### config.mk
export PLATFORM = sky130hd
export DESIGN_NAME = tun_fifo
export DESIGN_NICKNAME = d
export VERILOG_FILES = /design/src/hdl/tun_pkg.sv /design/src/hdl/tun_fifo.sv
export SDC_FILE = /design/constraint.sdc
export NUM_CORES = 1
export LEC_CHECK = 0
export ABC_AREA = 1
export BUFFER_PORTS_ARGS = -buffer_cell sky130_fd_sc_hd__buf_2
export CAP_MARGIN = 20
export CORE_ASPECT_RATIO = 0.5
export CORE_MARGIN = 3
export CORE_UTILIZATION = 54
export CTS_BUF_LIST = sky130_fd_sc_hd__clkbuf_2
export CTS_CLUSTER_DIAMETER = 40
export DETAILED_ROUTE_END_ITERATION = 7
export PLACE_DENSITY = 0.84
export SYNTH_ARGS = -nofsm -noshare
export SYNTH_HDL_FRONTEND = slang
export SYNTH_SLANG_ARGS = --single-unit
### constraint.sdc
create_clock -name i_clk -period 6.4 [get_ports i_clk]
set_clock_uncertainty 0.15 [all_clocks]
set_input_delay 0.96 -clock i_clk [delete_from_list [all_inputs] [get_ports i_clk]]
set_output_delay 0.96 -clock i_clk [all_outputs]
set_load 0.01 [all_outputs]
### src/hdl/tun_pkg.sv
// Shared types and widths for the triangle unit normal core.
// No dependencies; every other file imports this package.
package tun_pkg;

    localparam int QUEUE_DEPTH_DEF = 4;
    localparam int IN_W  = 16;
    localparam int E_W   = 17;
    localparam int P_W   = 34;
    localparam int C_W   = 35;
    localparam int M_W   = 34;
    localparam int H_W   = 17;
    localparam int SQ_W  = 68;
    localparam int L_W   = 70;
    localparam int ACC_W = 100;
    localparam int Q_BITS = 15;
    localparam int OUT_W = 16;

    typedef struct packed {
        logic signed [C_W-1:0] x;
        logic signed [C_W-1:0] y;
        logic signed [C_W-1:0] z;
    } t_cross;

endpackage

### src/hdl/tun_fifo.sv
// Short queue of cross products between the front and back parts.
// Depends on tun_pkg.
module tun_fifo
    import tun_pkg::*;
#(
    parameter int DEPTH = QUEUE_DEPTH_DEF
)(
    input  logic   i_clk,
    input  logic   i_rst_n,
    input  logic   i_wr_valid,
    output logic   o_wr_ready,
    input  t_cross i_wr_data,
    output logic   o_rd_valid,
    input  logic   i_rd_ready,
    output t_cross o_rd_data
);

    localparam int AW = (DEPTH > 1) ? $clog2(DEPTH) : 1;
    localparam int CW = $clog2(DEPTH + 1);

    t_cross r_mem [0:DEPTH-1];
    logic [AW-1:0] r_wp, r_rp;
    logic [CW-1:0] r_cnt;
    logic wr, rd;

    assign o_wr_ready = (r_cnt != CW'(DEPTH));
    assign o_rd_valid = (r_cnt != '0);
    assign o_rd_data  = r_mem[r_rp];
    assign wr = i_wr_valid && o_wr_ready;
    assign rd = o_rd_valid && i_rd_ready;

    always_ff @(posedge i_clk) begin
        if (!i_rst_n) begin
            r_wp  <= '0;
            r_rp  <= '0;
            r_cnt <= '0;
        end else begin
            if (wr) r_wp <= (r_wp == AW'(DEPTH - 1)) ? '0 : r_wp + 1'b1;
            if (rd) r_rp <= (r_rp == AW'(DEPTH - 1)) ? '0 : r_rp + 1'b1;
            if (wr && !rd) r_cnt <= r_cnt + 1'b1;
            else if (rd && !wr) r_cnt <= r_cnt - 1'b1;
        end
    end

    always_ff @(posedge i_clk) begin
        if (wr) r_mem[r_wp] <= i_wr_data;
    end

endmodule

---- Yosys cells after proc, flatten, opt, wreduce, memory -nomap -nowiden ----
Memories as Yosys holds them, arrays and structs flattened. A register that Yosys moved wholly into a read port is not among the register bits.
Cells that the tools add are included.
cells by class
  $add $sub $neg .......................... 4
  eq/ne operators ......................... 3
  mux-type cells .......................... 8
  reductions and logical operators ........ 8
operator list
  kind                   number
  $mux W2                4
  $mux W3                2
  $add A2 B1 Y2 const B  2
  $eq A2 B2 Y1 const B   2
  $logic_and A1 B1 Y1    4
  $add A3 B1 Y3 const B  1
  $ne A3 B3 Y1 const B   1
  $reduce_bool A3 Y1     1
  $sub A3 B1 Y3 const B  1
  $logic_not A1 Y1       2
  $mux W1                2
  $reduce_bool A2 Y1     1
word-level totals
  flip-flop bits (word level) ............. 7
  bits in writable memories ............... 420
  output and inout port bits .............. 107
  logic and storage cells ................. 27
  memories kept ........................... 1
memories
  memory  words  bits a word  rd ports  clocked after Yosys merged registers in  write ports  RTL line        source
  r_mem   4      105          1         1                                        1            tun_fifo.sv:21  t_cross r_mem [0:DEPTH-1];

---- Longest topological paths before layout ----
  depth in word-level cells ............... 6
  gate-level depth with buffers ........... 13

---- Worst setup path after synthesis ----
OpenSTA, ideal clock, no wires.
  path kind ............................... input-to-reg
  from .................................... in i_wr_valid
  to ...................................... mem r_mem[0][0] (netlist name), enable pin
  library setup time ...................... 0.570 ns
  data arrival time ....................... 5.476 ns
  required time ........................... 5.680 ns
  setup slack ............................. 0.204 ns
  stages on the path ...................... 2
  buffers on the path ..................... 0
  cell sequence ........................... nand2_1 > nor2_1
between the ends
  cells in the longest elaborated chain, start to end .. 3
ends and longest elaborated chain
  item                           RTL line        source
  start, declared                tun_fifo.sv:10  input logic i_wr_valid,
  $logic_and A1 B1 Y1            tun_fifo.sv:29  assign wr = i_wr_valid && o_wr_ready;
  $mux W1                        tun_fifo.sv:46  if (wr) r_mem[r_wp] <= i_wr_data;
  $mux W1 (not written as such)  tun_fifo.sv:46
  end, declared                  tun_fifo.sv:21
No other way between the ends.

==> run metrics <==
outcome=completed; Main synth FF type=edfxtp_1; asr flop ratio synth=0; Register Area=0.0128 sq mm; deepest clock path buffer count=3; total track usage=0.234; largest family of logic cells by synthesized area=compound AO/OA/AOI/OAI gates; worst setup path class=reg2out; # DRC=0; area leader, netlist=edfxtp_1; FMAX=222 MHz; clock sinks=429; Pwr Density=381 mW/mm^2; Worst slew margin=0.272; Core Rows=44; share of Yosys cell area claimed by the top area cell type=0.782; Overflow after GRT=0; first-pass GRT wire length=58300 um; mapped cell area=0.0161 sq mm; fin crit period=4.50 ns; IO Pins=216; total CTS buffers=91; cells after synthesis=1085; Initial DRC Count=1039; die area=0.0321 sq mm; Post-Synth XOR/XNOR Area=0; worst-skew pair later-pin latency=0.97 ns; synthesized area per cell=between 10 and 15 sq um; VDD IR-drop max=between 150 and 200 uV; CP max FO=90; Syn Nets=1201; slowest CP cell=buf_4; die width=250 um; vias in the first global route=10900; CORE AREA=between 0.02 and 0.03 sq mm; Seq/Total Area, Yosys=0.793; Final TNS setup=0 ns; Worst-Margin Slew=1.09 ns; fin area=roughly 0.019 sq mm; WL/cell=about 20 um; HP Class=in2reg; max_cap viols=0; initial antenna violation count=6; DR vias=10800; Final Hold Fails=0; placer congestion estimate=around 0.77; CP arrival=roughly 3.4 ns; clock-pin transition on the worst setup and hold timing paths=0.11 ns; IO Port Bufs=between 200 and 250; Crit. End Element=primary output; NumNets Final=between 1500 and 2000; Root Driver=clkbuf_2; Non-Filler Instances=approximately 1900; # setup viols final=0; HPWL after detailed placement=20100 um; area of the multi-input gates=0.00280 sq mm; Die Y=around 130 um; CTS tree=built; Inst Count DP=1636; critical-path cell list=clkinv_2, buf_4, o21ai_1, o22ai_1, buf_2; Fill cells=1946; Final period util=0.704; count leader, synth=edfxtp_1; leak pwr=6.97 nW; CTS H-Tree Depth=3; layout cell share with drive strength beyond 1=0.258; Initial Util=0.553; mux share of post-synthesis cell area=0; Post-synth EDFFs=420; delay of the slowest cell on the worst path=0.84 ns; 1st-pass router iterations=5; adder-cell share of the synthesized area=0.00589; Synth Area in Compound Gates=0.108; Netlist cell types=24; final hold slack=0.117 ns; unrepaired setup endpoints after global routing=false; Synth Warn #=0; Synth area leaders=edfxtp_1 78%, nor2_1 5.3%, o22ai_1 4.1%, o21ai_0 3.4%, o21ai_1 3.1%; crit path launch type=flop; final-report max-slew violation count=0; Post-Synth Simple-Gate Area=0.0575; Required @ worst endpoint=5.29 ns; Post-Route WL=roughly 38000 um; remaining antenna violation count=0; Synth Register Bits=429; largest net degree at the start of global routing=approximately 110; Via density=5.69; list of most frequent post-synthesis cells=420 x edfxtp_1, 227 x nor2_1, 108 x o21ai_0; DP Area=roughly 0.017 sq mm; synthesis-to-layout area growth=19.3%
[kinds of logic (layout without fill, tap and decap cells)]
kind of cell / after synthesis / after routing
flops: 429 / 429
compound gates: 319 / 319
simple gates: 245 / 245
buf+inv: 85 / 504
fa+ha+maj: 7 / 7
other cells: 0 / 8
[critical path, delay by kind of cell (launching register included)]
kind	cells	cell delay, ns
AO/OA/AOI/OAI	2	0.48
buffers and inverters	3	1.30
flip-flops	1	0.53
[report_power, final]
group          switching [mW]  internal, mW  leakage [nW]
Clock                    1.00         0.647         0.637
Sequential              0.139          3.42          3.92
Combinational            1.42         0.717          2.41
[cells in the final DEF (no fill, tap or decap), drive strengths merged]
cell,count
edfxtp,420
buf,230
nor2,227
o21ai,212
clkbuf,140
o22ai,105
dlygate4sd3,103
inv,19
nand2,15
clkinv,10
dfxtp,9
diode,8
ha,6
a21oi,2
bufinv,2
nand3b,1
nand3,1
nand4,1
fa,1
[flip-flops by register name (all words and copies together), names as in the netlist, named ones only]
signal / flops
r_cnt: 3
r_mem: 420
r_rp: 2
r_wp: 2
[through the flow]
step / total power, mW / setup slack (ns) / util
after CTS: 7.31 / 1.83 / 0.657
final: 7.34 / 1.90 / 0.660
after detailed placement: 5.65 / 2.90 / 0.594
after global routing: 7.72 / 1.66 / 0.660
after global placement: 5.55 / 2.96 / 0.594
after floorplan: 4.93 / 0.204 / -
[final timing paths]
check / cells after the start / start / to / slack, ns
worst min-delay path: 1 / i_wr_data[63] / r_mem[1][63]$_DFFE_PP_ / 0.12
worst max register to register: 5 / r_cnt[1]$_SDFFE_PN0P_ / r_mem[2][69]$_DFFE_PP_ / 3.53
worst min register to register: 2 / r_cnt[0]$_SDFFE_PN0P_ / r_cnt[0]$_SDFFE_PN0P_ / 0.41
worst max-delay path: 5 / flop / o_rd_data[1] / 1.90
[per-layer routing]
| layer | wire (um) | up-vias | track usage |
|---|---|---|---|
| met3 | 2400 | 112 | 0.0531 |
| met5 | 0 | - | 0 |
| met2 | 19600 | 533 | 0.399 |
| met1 | 14500 | 5304 | 0.281 |
| li1 | - | 4870 | - |
| met4 | 1620 | 0 | 0.129 |
[final cells by class]
cell class	instances	area share
antenna	8	0.00104
inverter	17	0.00364
multi-input combinational	571	0.145
timing repair buffer	333	0.118
clock buffer	140	0.0364
sequential	429	0.665
clock inverter	14	0.00546
tap	391	0.0254
[what timing repair did]
action | in CTS | in global routing
endpoints found under the hold margin | 401 | 0
hold buffers | 103 | 0
gates resized for setup | 0 | 0
buffers inserted | 0 | 0
(Power assumes the default switching activity.)
